==> config.mk <==
export PLATFORM = sky130hd
export DESIGN_NAME = scaled_fixed_step_timebase_core
export DESIGN_NICKNAME = d
export VERILOG_FILES = /design/src/rtl/sfst_pkg.sv /design/src/rtl/scaled_fixed_step_timebase_core.sv /design/src/rtl/sfst_front.sv /design/src/rtl/sfst_queue.sv /design/src/rtl/sfst_back.sv
export VERILOG_INCLUDE_DIRS = /design/src /design/src/rtl
export SDC_FILE = /design/constraint.sdc
export NUM_CORES = 2
export LEC_CHECK = 0
export BUFFER_PORTS_ARGS = -buffer_cell sky130_fd_sc_hd__buf_2
export CAP_MARGIN = 15
export CORE_UTILIZATION = 55
export DETAILED_ROUTE_END_ITERATION = 8
export GPL_ROUTABILITY_DRIVEN = 0
export PLACE_DENSITY = 0.78
export SLEW_MARGIN = 10
export SYNTH_ARGS = -nofsm -noshare
export SYNTH_HDL_FRONTEND = slang
export SYNTH_HIERARCHICAL = 1
export SYNTH_SLANG_ARGS = --single-unit
==> constraint.sdc <==
create_clock -name clk -period 15.9 [get_ports clk]
set_input_delay 3.18 -clock clk [delete_from_list [all_inputs] [get_ports clk]]
set_output_delay 3.18 -clock clk [all_outputs]
set_load 0.01 [all_outputs]
==> src/rtl/scaled_fixed_step_timebase_core_assert.svh <==
// ----------------------------------------------------------------------------
// scaled fixed-step timebase assertion macros
// concurrent checks clocked on clk, disabled while rst_n is low
// ----------------------------------------------------------------------------
`ifndef SCALED_FIXED_STEP_TIMEBASE_CORE_ASSERT_SVH
`define SCALED_FIXED_STEP_TIMEBASE_CORE_ASSERT_SVH

// same-cycle implication
`define SFST_ASSERT_IMPL(lbl, ante, cons, msg) \
  lbl: assert property (@(posedge clk) disable iff (!rst_n) (ante) |-> (cons)) \
    else $error(msg);

// next-cycle implication
`define SFST_ASSERT_NEXT(lbl, ante, cons, msg) \
  lbl: assert property (@(posedge clk) disable iff (!rst_n) (ante) |=> (cons)) \
    else $error(msg);

`endif

==> src/rtl/sfst_pkg.sv <==
// ----------------------------------------------------------------------------
// sfst_pkg
// shared widths, register indexes, clamp limits and item types of the timebase
// ----------------------------------------------------------------------------
`timescale 1ns / 1ps
`default_nettype none

package sfst_pkg;

  localparam int MAX_STEPS_DEF = 8;

  localparam int REAL_W     = 36;
  localparam int SCALE_W    = 27;
  localparam int STEP_W     = 33;
  localparam int TIME_W     = 64;
  localparam int LEN_W      = 48;
  localparam int HALF_W     = 18;
  localparam int PP_W       = HALF_W + 1 + SCALE_W;
  localparam int CFG_IDX_W  = 3;
  localparam int CFG_DATA_W = 33;

  localparam logic [CFG_IDX_W-1:0] REG_PAUSED     = 3'd0;
  localparam logic [CFG_IDX_W-1:0] REG_ALLOW_NEG  = 3'd1;
  localparam logic [CFG_IDX_W-1:0] REG_CLOCK_MODE = 3'd2;
  localparam logic [CFG_IDX_W-1:0] REG_TIME_SCALE = 3'd3;
  localparam logic [CFG_IDX_W-1:0] REG_FIXED_STEP = 3'd4;

  localparam logic signed [SCALE_W-1:0] SCALE_LIMIT = 27'sd65536000;
  localparam logic signed [SCALE_W-1:0] SCALE_RESET = 27'sd65536;
  localparam logic [STEP_W-1:0] STEP_MIN   = 33'd17895697;
  localparam logic [STEP_W-1:0] STEP_MAX   = 33'h1_0000_0000;
  localparam logic [STEP_W-1:0] STEP_RESET = 33'd71582788;

  localparam logic [1:0] KIND_HOLD  = 2'd0;
  localparam logic [1:0] KIND_REAL  = 2'd1;
  localparam logic [1:0] KIND_FIXED = 2'd2;

  localparam int Q_DEPTH = 2;
  localparam int Q_AW    = 1;

  typedef struct packed {
    logic [1:0]              kind;
    logic signed [LEN_W-1:0] delta;
  } item_t;

  typedef struct packed {
    logic [STEP_W-1:0] fixed_step;
    logic              acc_clr;
  } back_cfg_t;

endpackage

`default_nettype wire

==> src/rtl/scaled_fixed_step_timebase_core.sv <==
// ----------------------------------------------------------------------------
// scaled_fixed_step_timebase_core
// path: front stage register, then queue, then back end and output register;
//   a fixed-mode item enters ST_STEP first, then gives one fixed step per
//   cycle (up to MAX_STEPS) while out_stall is low; the back end takes no new
//   item until those steps end; front takes one item per cycle unless in_stall
// reset: synchronous rst_n clears sim clock, accumulator, queue and registers
// ----------------------------------------------------------------------------
`timescale 1ns / 1ps
`default_nettype none
`include "scaled_fixed_step_timebase_core_assert.svh"

module scaled_fixed_step_timebase_core #(
  parameter int MAX_STEPS = sfst_pkg::MAX_STEPS_DEF
) (
  input  wire                                 clk,
  input  wire                                 rst_n,
  input  wire                                 cfg_we,
  input  wire [sfst_pkg::CFG_IDX_W-1:0]       cfg_index,
  input  wire [sfst_pkg::CFG_DATA_W-1:0]      cfg_wdata,
  input  wire                                 in_valid,
  output logic                                in_stall,
  input  wire [sfst_pkg::REAL_W-1:0]          in_real_delta,
  output logic                                out_valid,
  input  wire                                 out_stall,
  output logic signed [sfst_pkg::TIME_W-1:0]  out_sim_time,
  output logic signed [sfst_pkg::LEN_W-1:0]   out_step_length,
  output logic                                out_advanced,
  output logic                                out_last
);

  logic                  q_push;
  logic                  q_pop;
  logic                  q_full;
  logic                  q_valid;
  sfst_pkg::item_t       q_wr_item;
  sfst_pkg::item_t       q_rd_item;
  sfst_pkg::back_cfg_t   bcfg;

  sfst_front u_front (
    .clk           (clk),
    .rst_n         (rst_n),
    .cfg_we        (cfg_we),
    .cfg_index     (cfg_index),
    .cfg_wdata     (cfg_wdata),
    .in_valid      (in_valid),
    .in_stall      (in_stall),
    .in_real_delta (in_real_delta),
    .q_full        (q_full),
    .q_push        (q_push),
    .q_item        (q_wr_item),
    .bcfg          (bcfg)
  );

  sfst_queue u_queue (
    .clk      (clk),
    .rst_n    (rst_n),
    .push     (q_push),
    .wr_item  (q_wr_item),
    .pop      (q_pop),
    .full     (q_full),
    .rd_valid (q_valid),
    .rd_item  (q_rd_item)
  );

  sfst_back #(
    .MAX_STEPS (MAX_STEPS)
  ) u_back (
    .clk             (clk),
    .rst_n           (rst_n),
    .q_valid         (q_valid),
    .q_item          (q_rd_item),
    .q_pop           (q_pop),
    .bcfg            (bcfg),
    .out_valid       (out_valid),
    .out_stall       (out_stall),
    .out_sim_time    (out_sim_time),
    .out_step_length (out_step_length),
    .out_advanced    (out_advanced),
    .out_last        (out_last)
  );

  `SFST_ASSERT_IMPL(a_hold_item, out_valid && !out_advanced, out_last && out_step_length == 0, "hold item not a single zero-length result")
  `SFST_ASSERT_IMPL(a_step_nonzero, out_valid && out_advanced && !out_last, out_step_length != 0, "fixed step of zero length")
  `SFST_ASSERT_NEXT(a_step_burst, out_valid && !out_last && !out_stall, out_valid, "gap inside a fixed-step burst")

endmodule

`default_nettype wire

==> src/rtl/sfst_front.sv <==
// ----------------------------------------------------------------------------
// sfst_front
// register file, item classification and scaled delta (split multiply)
// ----------------------------------------------------------------------------
`timescale 1ns / 1ps
`default_nettype none

module sfst_front (
  input  wire                                clk,
  input  wire                                rst_n,
  input  wire                                cfg_we,
  input  wire [sfst_pkg::CFG_IDX_W-1:0]      cfg_index,
  input  wire [sfst_pkg::CFG_DATA_W-1:0]     cfg_wdata,
  input  wire                                in_valid,
  output logic                               in_stall,
  input  wire [sfst_pkg::REAL_W-1:0]         in_real_delta,
  input  wire                                q_full,
  output logic                               q_push,
  output sfst_pkg::item_t                    q_item,
  output sfst_pkg::back_cfg_t                bcfg
);

  logic                                   paused_r;
  logic                                   allow_neg_r;
  logic                                   mode_r;
  logic signed [sfst_pkg::SCALE_W-1:0]    scale_r;
  logic [sfst_pkg::STEP_W-1:0]            step_r;
  logic                                   acc_clr_r;

  logic signed [sfst_pkg::SCALE_W-1:0]    wr_scale;
  logic signed [sfst_pkg::SCALE_W-1:0]    scale_lo;
  logic signed [sfst_pkg::SCALE_W-1:0]    scale_clamped;
  logic [sfst_pkg::STEP_W-1:0]            wr_step;
  logic [sfst_pkg::STEP_W-1:0]            step_clamped;

  logic                                   s1_v_r;
  logic                                   s1_v_nxt;
  logic [1:0]                             s1_kind_r;
  logic signed [sfst_pkg::PP_W-1:0]       pp_lo_r;
  logic signed [sfst_pkg::PP_W-1:0]       pp_hi_r;
  logic signed [sfst_pkg::HALF_W:0]       op_lo;
  logic signed [sfst_pkg::HALF_W:0]       op_hi;
  logic signed [sfst_pkg::PP_W-1:0]       pp_lo;
  logic signed [sfst_pkg::PP_W-1:0]       pp_hi;
  logic [1:0]                             kind;
  logic                                   accept;
  logic signed [sfst_pkg::TIME_W-1:0]     prod;

  // write-side clamps
  always_comb begin
    wr_scale = $signed(cfg_wdata[sfst_pkg::SCALE_W-1:0]);
    scale_lo = allow_neg_r ? -sfst_pkg::SCALE_LIMIT : '0;
    if (wr_scale < scale_lo) begin
      scale_clamped = scale_lo;
    end else if (wr_scale > sfst_pkg::SCALE_LIMIT) begin
      scale_clamped = sfst_pkg::SCALE_LIMIT;
    end else begin
      scale_clamped = wr_scale;
    end
    wr_step = cfg_wdata[sfst_pkg::STEP_W-1:0];
    if (wr_step < sfst_pkg::STEP_MIN) begin
      step_clamped = sfst_pkg::STEP_MIN;
    end else if (wr_step > sfst_pkg::STEP_MAX) begin
      step_clamped = sfst_pkg::STEP_MAX;
    end else begin
      step_clamped = wr_step;
    end
  end

  always_ff @(posedge clk) begin
    if (!rst_n) begin
      paused_r    <= 1'b0;
      allow_neg_r <= 1'b0;
      mode_r      <= 1'b0;
      scale_r     <= sfst_pkg::SCALE_RESET;
      step_r      <= sfst_pkg::STEP_RESET;
      acc_clr_r   <= 1'b0;
    end else begin
      acc_clr_r <= cfg_we && (cfg_index == sfst_pkg::REG_CLOCK_MODE);
      if (cfg_we) begin
        case (cfg_index)
          sfst_pkg::REG_PAUSED: begin
            paused_r <= cfg_wdata[0];
          end
          sfst_pkg::REG_ALLOW_NEG: begin
            allow_neg_r <= cfg_wdata[0];
            if (!cfg_wdata[0] && scale_r < 0) begin
              scale_r <= '0;
            end
          end
          sfst_pkg::REG_CLOCK_MODE: begin
            mode_r <= cfg_wdata[0];
          end
          sfst_pkg::REG_TIME_SCALE: begin
            scale_r <= scale_clamped;
          end
          sfst_pkg::REG_FIXED_STEP: begin
            step_r <= step_clamped;
          end
          default: begin
          end
        endcase
      end
    end
  end

  // classify and form the two partial products
  always_comb begin
    in_stall = s1_v_r && q_full;
    accept   = in_valid && !in_stall;
    q_push   = s1_v_r && !q_full;
    s1_v_nxt = (s1_v_r && q_full) || accept;
    op_lo    = $signed({1'b0, in_real_delta[sfst_pkg::HALF_W-1:0]});
    op_hi    = $signed({1'b0, in_real_delta[sfst_pkg::REAL_W-1:sfst_pkg::HALF_W]});
    pp_lo    = op_lo * scale_r;
    pp_hi    = op_hi * scale_r;
    if (paused_r || scale_r == 0) begin
      kind = sfst_pkg::KIND_HOLD;
    end else if (mode_r) begin
      kind = sfst_pkg::KIND_FIXED;
    end else begin
      kind = sfst_pkg::KIND_REAL;
    end
  end

  always_ff @(posedge clk) begin
    if (!rst_n) begin
      s1_v_r <= 1'b0;
    end else begin
      s1_v_r <= s1_v_nxt;
    end
  end

  always_ff @(posedge clk) begin
    if (accept) begin
      s1_kind_r <= kind;
      pp_lo_r   <= pp_lo;
      pp_hi_r   <= pp_hi;
    end
  end

  // floor(real * scale / 2^16) by arithmetic shift
  always_comb begin
    prod = $signed({pp_hi_r, {sfst_pkg::HALF_W{1'b0}}})
         + $signed({{(sfst_pkg::TIME_W - sfst_pkg::PP_W){pp_lo_r[sfst_pkg::PP_W-1]}},
                    pp_lo_r});
    q_item.kind      = s1_kind_r;
    q_item.delta     = prod[sfst_pkg::TIME_W-1:16];
    bcfg.fixed_step  = step_r;
    bcfg.acc_clr     = acc_clr_r;
  end

endmodule

`default_nettype wire

==> src/rtl/sfst_queue.sv <==
// ----------------------------------------------------------------------------
// sfst_queue
// short item queue between the front and the stepping back end
// ----------------------------------------------------------------------------
`timescale 1ns / 1ps
`default_nettype none

module sfst_queue (
  input  wire                  clk,
  input  wire                  rst_n,
  input  wire                  push,
  input  wire sfst_pkg::item_t wr_item,
  input  wire                  pop,
  output logic                 full,
  output logic                 rd_valid,
  output sfst_pkg::item_t      rd_item
);

  sfst_pkg::item_t             mem_r [sfst_pkg::Q_DEPTH];
  logic [sfst_pkg::Q_AW-1:0]   wr_ptr_r;
  logic [sfst_pkg::Q_AW-1:0]   rd_ptr_r;
  logic [sfst_pkg::Q_AW:0]     cnt_r;

  always_comb begin
    full     = (cnt_r == (sfst_pkg::Q_AW + 1)'(sfst_pkg::Q_DEPTH));
    rd_valid = (cnt_r != '0);
    rd_item  = mem_r[rd_ptr_r];
  end

  always_ff @(posedge clk) begin
    if (!rst_n) begin
      wr_ptr_r <= '0;
      rd_ptr_r <= '0;
      cnt_r    <= '0;
    end else begin
      if (push) begin
        wr_ptr_r <= wr_ptr_r + 1'b1;
      end
      if (pop) begin
        rd_ptr_r <= rd_ptr_r + 1'b1;
      end
      if (push && !pop) begin
        cnt_r <= cnt_r + 1'b1;
      end else if (pop && !push) begin
        cnt_r <= cnt_r - 1'b1;
      end
    end
  end

  always_ff @(posedge clk) begin
    if (push) begin
      mem_r[wr_ptr_r] <= wr_item;
    end
  end

endmodule

`default_nettype wire

==> src/rtl/sfst_back.sv <==
// ----------------------------------------------------------------------------
// sfst_back
// sim clock, step accumulator and fixed-step sequencer with output register
// ----------------------------------------------------------------------------
`timescale 1ns / 1ps
`default_nettype none

module sfst_back #(
  parameter int MAX_STEPS = sfst_pkg::MAX_STEPS_DEF
) (
  input  wire                                 clk,
  input  wire                                 rst_n,
  input  wire                                 q_valid,
  input  wire sfst_pkg::item_t                q_item,
  output logic                                q_pop,
  input  wire sfst_pkg::back_cfg_t            bcfg,
  output logic                                out_valid,
  input  wire                                 out_stall,
  output logic signed [sfst_pkg::TIME_W-1:0]  out_sim_time,
  output logic signed [sfst_pkg::LEN_W-1:0]   out_step_length,
  output logic                                out_advanced,
  output logic                                out_last
);

  localparam int CNT_W = $clog2(MAX_STEPS + 1);
  localparam logic [CNT_W-1:0] CNT_CAP = CNT_W'(MAX_STEPS);
  localparam logic ST_IDLE = 1'b0;
  localparam logic ST_STEP = 1'b1;

  logic                                 state_r;
  logic                                 state_nxt;
  logic signed [sfst_pkg::TIME_W-1:0]   acc_r;
  logic signed [sfst_pkg::TIME_W-1:0]   acc_nxt;
  logic [sfst_pkg::TIME_W-1:0]          clk_r;
  logic [sfst_pkg::TIME_W-1:0]          clk_nxt;
  logic [CNT_W-1:0]                     n_r;
  logic [CNT_W-1:0]                     n_nxt;
  logic [CNT_W-1:0]                     n_inc;
  logic                                 out_valid_r;
  logic                                 out_valid_nxt;

  logic signed [sfst_pkg::TIME_W-1:0]   fs;
  logic signed [sfst_pkg::TIME_W-1:0]   fs2;
  logic signed [sfst_pkg::TIME_W-1:0]   step_len;
  logic signed [sfst_pkg::TIME_W-1:0]   acc_step;
  logic [sfst_pkg::TIME_W-1:0]          clk_step;
  logic signed [sfst_pkg::TIME_W-1:0]   delta_ext;
  logic                                 fwd;
  logic                                 fits;
  logic                                 fits2;
  logic                                 at_cap;
  logic                                 out_ld;
  logic                                 emit;
  logic                                 fin;
  logic [sfst_pkg::TIME_W-1:0]          e_time;
  logic signed [sfst_pkg::LEN_W-1:0]    e_len;
  logic                                 e_adv;
  logic                                 e_last;

  always_comb begin
    fs        = $signed({{(sfst_pkg::TIME_W - sfst_pkg::STEP_W){1'b0}}, bcfg.fixed_step});
    fs2       = $signed({{(sfst_pkg::TIME_W - sfst_pkg::STEP_W - 1){1'b0}},
                         bcfg.fixed_step, 1'b0});
    fwd       = !acc_r[sfst_pkg::TIME_W-1];
    fits      = fwd ? (acc_r >= fs) : (acc_r <= -fs);
    fits2     = fwd ? (acc_r >= fs2) : (acc_r <= -fs2);
    n_inc     = n_r + CNT_W'(1);
    at_cap    = (n_inc == CNT_CAP);
    step_len  = fwd ? fs : -fs;
    acc_step  = acc_r - step_len;
    clk_step  = clk_r + step_len;
    delta_ext = $signed({{(sfst_pkg::TIME_W - sfst_pkg::LEN_W){q_item.delta[sfst_pkg::LEN_W-1]}},
                         q_item.delta});
    out_ld    = !out_valid_r || !out_stall;
    q_pop     = (state_r == ST_IDLE) && q_valid && out_ld;

    state_nxt = state_r;
    acc_nxt   = acc_r;
    clk_nxt   = clk_r;
    n_nxt     = n_r;
    emit      = 1'b0;
    fin       = 1'b0;
    e_time    = clk_r;
    e_len     = '0;
    e_adv     = 1'b0;
    e_last    = 1'b1;

    case (state_r)
      ST_IDLE: begin
        if (q_pop) begin
          case (q_item.kind)
            sfst_pkg::KIND_HOLD: begin
              emit = 1'b1;
            end
            sfst_pkg::KIND_REAL: begin
              clk_nxt = clk_r + delta_ext;
              emit    = 1'b1;
              e_time  = clk_nxt;
              e_len   = q_item.delta;
              e_adv   = 1'b1;
            end
            sfst_pkg::KIND_FIXED: begin
              acc_nxt   = acc_r + delta_ext;
              n_nxt     = '0;
              state_nxt = ST_STEP;
            end
            default: begin
            end
          endcase
        end
      end
      ST_STEP: begin
        if (out_ld) begin
          if (fits) begin
            fin     = at_cap || !fits2;
            emit    = 1'b1;
            e_time  = clk_step;
            e_len   = step_len[sfst_pkg::LEN_W-1:0];
            e_adv   = 1'b1;
            e_last  = fin;
            clk_nxt = clk_step;
            acc_nxt = at_cap ? '0 : acc_step;
            n_nxt   = n_inc;
            if (fin) begin
              state_nxt = ST_IDLE;
            end
          end else begin
            state_nxt = ST_IDLE;
          end
        end
      end
      default: begin
        state_nxt = ST_IDLE;
      end
    endcase

    // mode write clears the accumulator
    if (bcfg.acc_clr) begin
      acc_nxt = '0;
    end

    if (emit) begin
      out_valid_nxt = 1'b1;
    end else begin
      out_valid_nxt = out_valid_r && out_stall;
    end
  end

  always_ff @(posedge clk) begin
    if (!rst_n) begin
      state_r     <= ST_IDLE;
      acc_r       <= '0;
      clk_r       <= '0;
      n_r         <= '0;
      out_valid_r <= 1'b0;
    end else begin
      state_r     <= state_nxt;
      acc_r       <= acc_nxt;
      clk_r       <= clk_nxt;
      n_r         <= n_nxt;
      out_valid_r <= out_valid_nxt;
    end
  end

  always_ff @(posedge clk) begin
    if (emit) begin
      out_sim_time    <= $signed(e_time);
      out_step_length <= e_len;
      out_advanced    <= e_adv;
      out_last        <= e_last;
    end
  end

  assign out_valid = out_valid_r;

endmodule

`default_nettype wire

Word-level counts from Yosys, hierarchy flattened

Memory sizes are Yosys's and may differ from the RTL's. A register that Yosys moved wholly into a read port is not among the register bits.
Cells that the tools add are included.

Bits in registers: 411
Latch bits: 0
Memory bits (writable): 100
ROM bits: 0
Bits of input ports: 77
Output and inout bits: 116
Logic and storage cells: 151
Memories: 1

Memories:

| memory        | depth | width | read ports | clocked after Yosys merged registers in | write ports | line             | RTL |
|---|---|---|---|---|---|---|---|
| u_queue.mem_r | 2     | 50    | 1          | 1                                       | 1           | sfst_queue.sv:19 | `sfst_pkg::item_t mem_r [sfst_pkg::Q_DEPTH];` |

Add/subtract/negate cells: 12
Multipliers: 2
Divide/modulo/power cells: 0
$lt $le $gt $ge: 9
Equal/unequal tests: 13
Shift-type cells: 0
Mux-type cells: 53
Bitwise logic cells: 2
Reductions and logical operators: 37

Operators by type and width:

| kind                 | number |
|---|---|
| $mux 64              | 10 |
| $pmux 64 s2          | 2 |
| $mux 48              | 4 |
| $add 64x64->64       | 2 |
| $le 64x64->1         | 2 |
| $mux 27              | 4 |
| $pmux 48 s2          | 1 |
| $mul 19x27->46       | 2 |
| $mux 33              | 2 |
| $add 64x46->64       | 1 |
| $add 64x48->64       | 1 |
| $ge 64x34->1         | 1 |
| $ge 64x35->1         | 1 |
| $neg 33->64          | 1 |
| $neg 34->64          | 1 |
| $sub 64x64->64       | 1 |
| $pmux 27 s2          | 1 |
| $gt 33x33->1 const B | 1 |
| $lt 33x25->1 const B | 1 |
| $logic_not 32->1     | 1 |
| $gt 27x27->1 const B | 1 |
| $lt 27x1->1 const B  | 1 |
| $lt 27x27->1         | 1 |
| $mux 1               | 18 |
| 27 further kinds     | 67 |

Depth between registers and ports, before layout

Depth after elaboration: 9
Depth in mapped cells: 28
Gate-level depth less buffers: 23

Modules after synthesis

Netlist, hierarchy kept.

Modules (own cells, without submodules):

| module     | times used | cells each | area each (µm²) |
|---|---|---|---|
| sfst_front | 1          | 4659       | 42414.4 |
| sfst_back  | 1          | 3973       | 30920.9 |
| sfst_queue | 1          | 178        | 3829.9 |

Worst setup path after synthesis

No wires, ideal clock.

Path type: input to register
Start point: in out_stall
End point: reg u_back.out_advanced (enable)
Arrival time: 11.381 ns
Path slack: 3.775 ns
Stages: 3
Buffers on the path: 0
Cell sequence: nand2_1 nand3_1 o21ai_0

Cells in the longest elaborated chain, start to end: 5
Elaborated cells between the ends (all ways): 6
Those cells by class: mux (3); reduce/logical (3)

Ends and longest elaborated chain:

| what                 | line                                  | RTL |
|---|---|---|
| start, declared      | scaled_fixed_step_timebase_core.sv:25 | `input wire out_stall,` |
| $logic_not 1->1 (*)  | sfst_back.sv:74                       | `out_ld = !out_valid_r \|\| !out_stall;` |
| $logic_or 1x1->1 (*) | sfst_back.sv:74                       |  |
| $logic_and 1x1->1    | sfst_back.sv:75                       | `q_pop = (state_r == ST_IDLE) && q_valid && out_ld;` |
| $mux 1               | sfst_back.sv:90                       | `if (q_pop) begin` |
| $pmux 1 s2 (*)       | sfst_back.sv:88                       | `case (state_r)` |
| via u_back.emit      | sfst_back.sv:53                       | `logic emit;` |
| end signal, assigned | sfst_back.sv:169                      | `out_advanced <= e_adv;` |
| end, declared        | sfst_back.sv:21                       | `output logic out_advanced,` |

The timed path passes the listed nets; every way through them passes the cells marked *.
A chain may end at the register's enable or synchronous reset.

Final worst setup path

Start point: in in_real_delta[19] (netlist name)
End point: reg u_front/pp_hi_r[31] (netlist name), data pin

Cells in the longest elaborated chain, start to end: 1

Ends and longest elaborated chain:

| what                       | line                                  | RTL |
|---|---|---|
| start, declared            | scaled_fixed_step_timebase_core.sv:23 | `input wire [sfst_pkg::REAL_W-1:0] in_real_delta,` |
| $mul 19x27->46             | sfst_front.sv:116                     | `pp_hi = op_hi * scale_r;` |
| via u_front.pp_hi, one bit | sfst_front.sv:44                      | `logic signed [sfst_pkg::PP_W-1:0] pp_hi;` |
| end signal, assigned       | sfst_front.sv:138                     | `pp_hi_r <= pp_hi;` |
| end, declared              | sfst_front.sv:40                      | `logic signed [sfst_pkg::PP_W-1:0] pp_hi_r;` |

The timed path passes the listed nets, and every way through them passes these cells.

==> metrics <==
max incr delay on CP 640 ps; I/O pin count 193; H-tree depth 2; sequential area share after synthesis 16.66%; Max Transition Viols Final 0; chip height 376.6 um; clock sinks 496; port bufs 192; post-synthesis cell type count 97; crit end category flip-flop; Cell Area, Synth 0.07717 mm^2; Post-Synthesis Cells 8810; Gate power share 68.2%; outcome finished clean; final period utilization 62.39%; Worst EP arrival 10300 ps; critical path's slowest cell o21ai_0; post-placement cell count 10520; switch share 51.62%; worst-path cell chain buf_2, and2_1, fa_1, fa_1, inv_1, fa_1, inv_1, fa_1, inv_1, fa_1, fa_1, inv_1, ha_1, o21ai_0, or3b_2, a31oi_1, o21ai_0, o21ai_0, a2111oi_0, o31ai_1, a21bo_2, a21oi_1, xnor2_1; CTS tree done; GR Overflow Total 0; Synth top area share 24.85%; vias in the first global route 65810; clk slew on worst S/H paths 60 ps; Vias 65220; die width 376.6 um; HP Class flip-flop to flip-flop; Synth area leaders fa_1 (25%), ha_1 (12%), edfxtp_1 (11%); Worst Path Max Fanout 27; max_slew headroom 8.719%; CP most frequent cell fa_1; layout cells sized above 1 5.476%; Synth Flop Type edfxtp_1; dpl cell area 0.07933 mm^2; clock network fraction of design power 11.5%; Final Non-Filler Cells 10630; Area Growth Syn to Fin 5.232%; Core ar. 0.1394 mm^2; DR vias/cell 6.133; clk buf depth 3; dominant cell type by area after synthesis fa_1; Ys Warns 6; Post-CTS Setup Bufs 0; DR pass1 iterations 9; Detail Placement HPWL 177500 um; Max Cap Violations 0; CP Launch Type primary input; DRC Markers 0; cts repair resizes 0; maximum VDD drop 0.1663 mV; DIE AREA 0.1418 mm^2; synthesized net count 10570; final wirelength 227700 um; Yosys reg bits 496; worst path bufs/invs 5; TritonCTS buffer count 56; endpoints failing setup 0; Worst Tran Pin Value 1355 ps; RSZ-0062 raised after global routing no; fin nets 10450; GRT Total Usage 31.91%; Hold Fails Final Rpt 0; CP Class primary input to flip-flop; Starting Density 55.37%; first-pass GRT wire length 356600 um; Rows 137; P per Cell Area 141.2 mW/mm^2; min Tclk post-route 9920 ps; Reg power frac 20.3%; First DRT Iteration DRCs 7108; setup TNS 0 ps; count of hold buffers inserted by post-cts repair 0; fin area 0.08120 mm^2; Routed Antenna Nets 0; Top delay family on crit path adder cells; Post-synth EDFFs 292; Psw 5.919 mW; WP data required 16280 ps; Max Clk Rate 100.8 MHz; CTS root buf clkbuf_16; Pleak 40.01 nW; pin count of the biggest net entering global routing 97; syn avg cell area 8.759 um^2; Fin Clk Skew 55.77 ps; mean routed wirelength per cell 21.41 um; asr flop ratio synth 0%; initial antenna violation count 27; clock latency on the worst-skew pair 680 ps; Internal 5.547 mW
==> cell usage after synthesis, drive strengths merged, types with 236 or more instances <==
cell type and count:
inv 1351, fa 958, xnor2 271, clkbuf 385, nor2 344, and2 674
o21ai 360, ha 720, a21oi 529, a21o 236, nand2 810, edfxtp 292
==> worst paths after layout <==
| check | cells after the start | end | start | slack [ps] |
|---|---|---|---|---|
| min | 0 | u_queue/mem_r[0][0] | u_front/pp_lo_r[16] | 450 |
| max reg2reg | 20 | u_back/out_step_length[26] | u_front/step_r[9] | 7630 |
| min reg2reg | 0 | u_queue/mem_r[0][0] | u_front/pp_lo_r[16] | 450 |
| max | 23 | u_front/pp_hi_r[31] | in_real_delta[19] | 5980 |
==> cell families (layout without fill, tap and decap cells) <==
kind of cell | count (synthesis) | count (layout) | synth area share, %
AO/OA/AOI/OAI | 1837 | 1837 | 15.40
XOR/XNOR | 409 | 409 | 4.678
adder cells (fa/ha/maj) | 1679 | 1679 | 36.54
buffers and inverters | 1779 | 1716 | 8.814
flip-flops | 496 | 496 | 16.66
multiplexers | 105 | 105 | 1.446
other | 0 | 11 | 0
AND/OR/NAND/NOR | 2505 | 2505 | 16.47
==> sequential cells by signal, summed over array words and instances, names as in the netlist, 4 cells and up, named ones only <==
name,count
u_back/n_r,4
u_front/step_r,33
u_back/acc_r,64
u_front/pp_lo_r,30
u_front/pp_hi_r,46
u_back/clk_r,64
u_queue/mem_r,100
u_back/out_step_length,48
u_front/scale_r,27
u_back/out_sim_time,64
==> layout by cell type, fill, tap and decap left out, types with 58 or more instances in the layout <==
cell type / count
nor2_1: 339
nand2_1: 809
a31oi_1: 64
nand2b_1: 61
nand3_1: 110
ha_1: 720
o21ai_0: 357
a211oi_1: 158
buf_2: 192
nor3_1: 105
fa_1: 958
and2_1: 670
clkbuf_16: 58
a21oi_1: 528
o21bai_1: 60
nor2b_1: 91
inv_1: 1350
nand4_1: 111
dfxtp_1: 198
buf_4: 65
xor2_1: 136
xnor2_1: 271
edfxtp_1: 292
a21o_1: 235
==> layer usage <==
| metal | share of wire, % | GRT usage [%] |
|---|---|---|
| met1 | 39 | 40.76 |
| met2 | 44 | 50.16 |
| met3 | 11 | 7.576 |
| met4 | 5.8 | 16.90 |
| met5 | 0.071 | 0 |
==> layout make-up <==
class	instances	area, um^2
Fill cell	11850	58160
Clock inverter	38	319.1
Sequential cell	496	12860
Clock buffer	68	1526
Antenna cell	11	27.53
Multi-Input combinational cell	6535	57590
Inverter	1353	5079
Tap cell	1876	2347
Timing Repair Buffer	257	1449
==> metrics by stage <==
step	total power, mW	hold slack [ps]	setup slack [ps]	utilization, %
global route	12.20	472.8	5790	58.26
CTS	11.21	455.4	6250	58.25
floorplan	7.879	421.5	3775	-
global placement	9.641	425.1	5718	56.92
finish	11.47	454.7	5980	58.27
detailed placement	9.837	440.5	5579	56.92
==> power groups by stage <==
stage | registers, mW | clock network (mW) | logic [mW]
2_1_floorplan | 2.27 | 0 | 5.60
3_3_place_gp | 2.31 | 0 | 7.33
3_5_place_dp | 2.33 | 0 | 7.51
4_1_cts | 2.30 | 1.34 | 7.57
5_1_grt | 2.35 | 1.39 | 8.46
6_report | 2.32 | 1.32 | 7.82
Power figures use the tool's default switching activity.
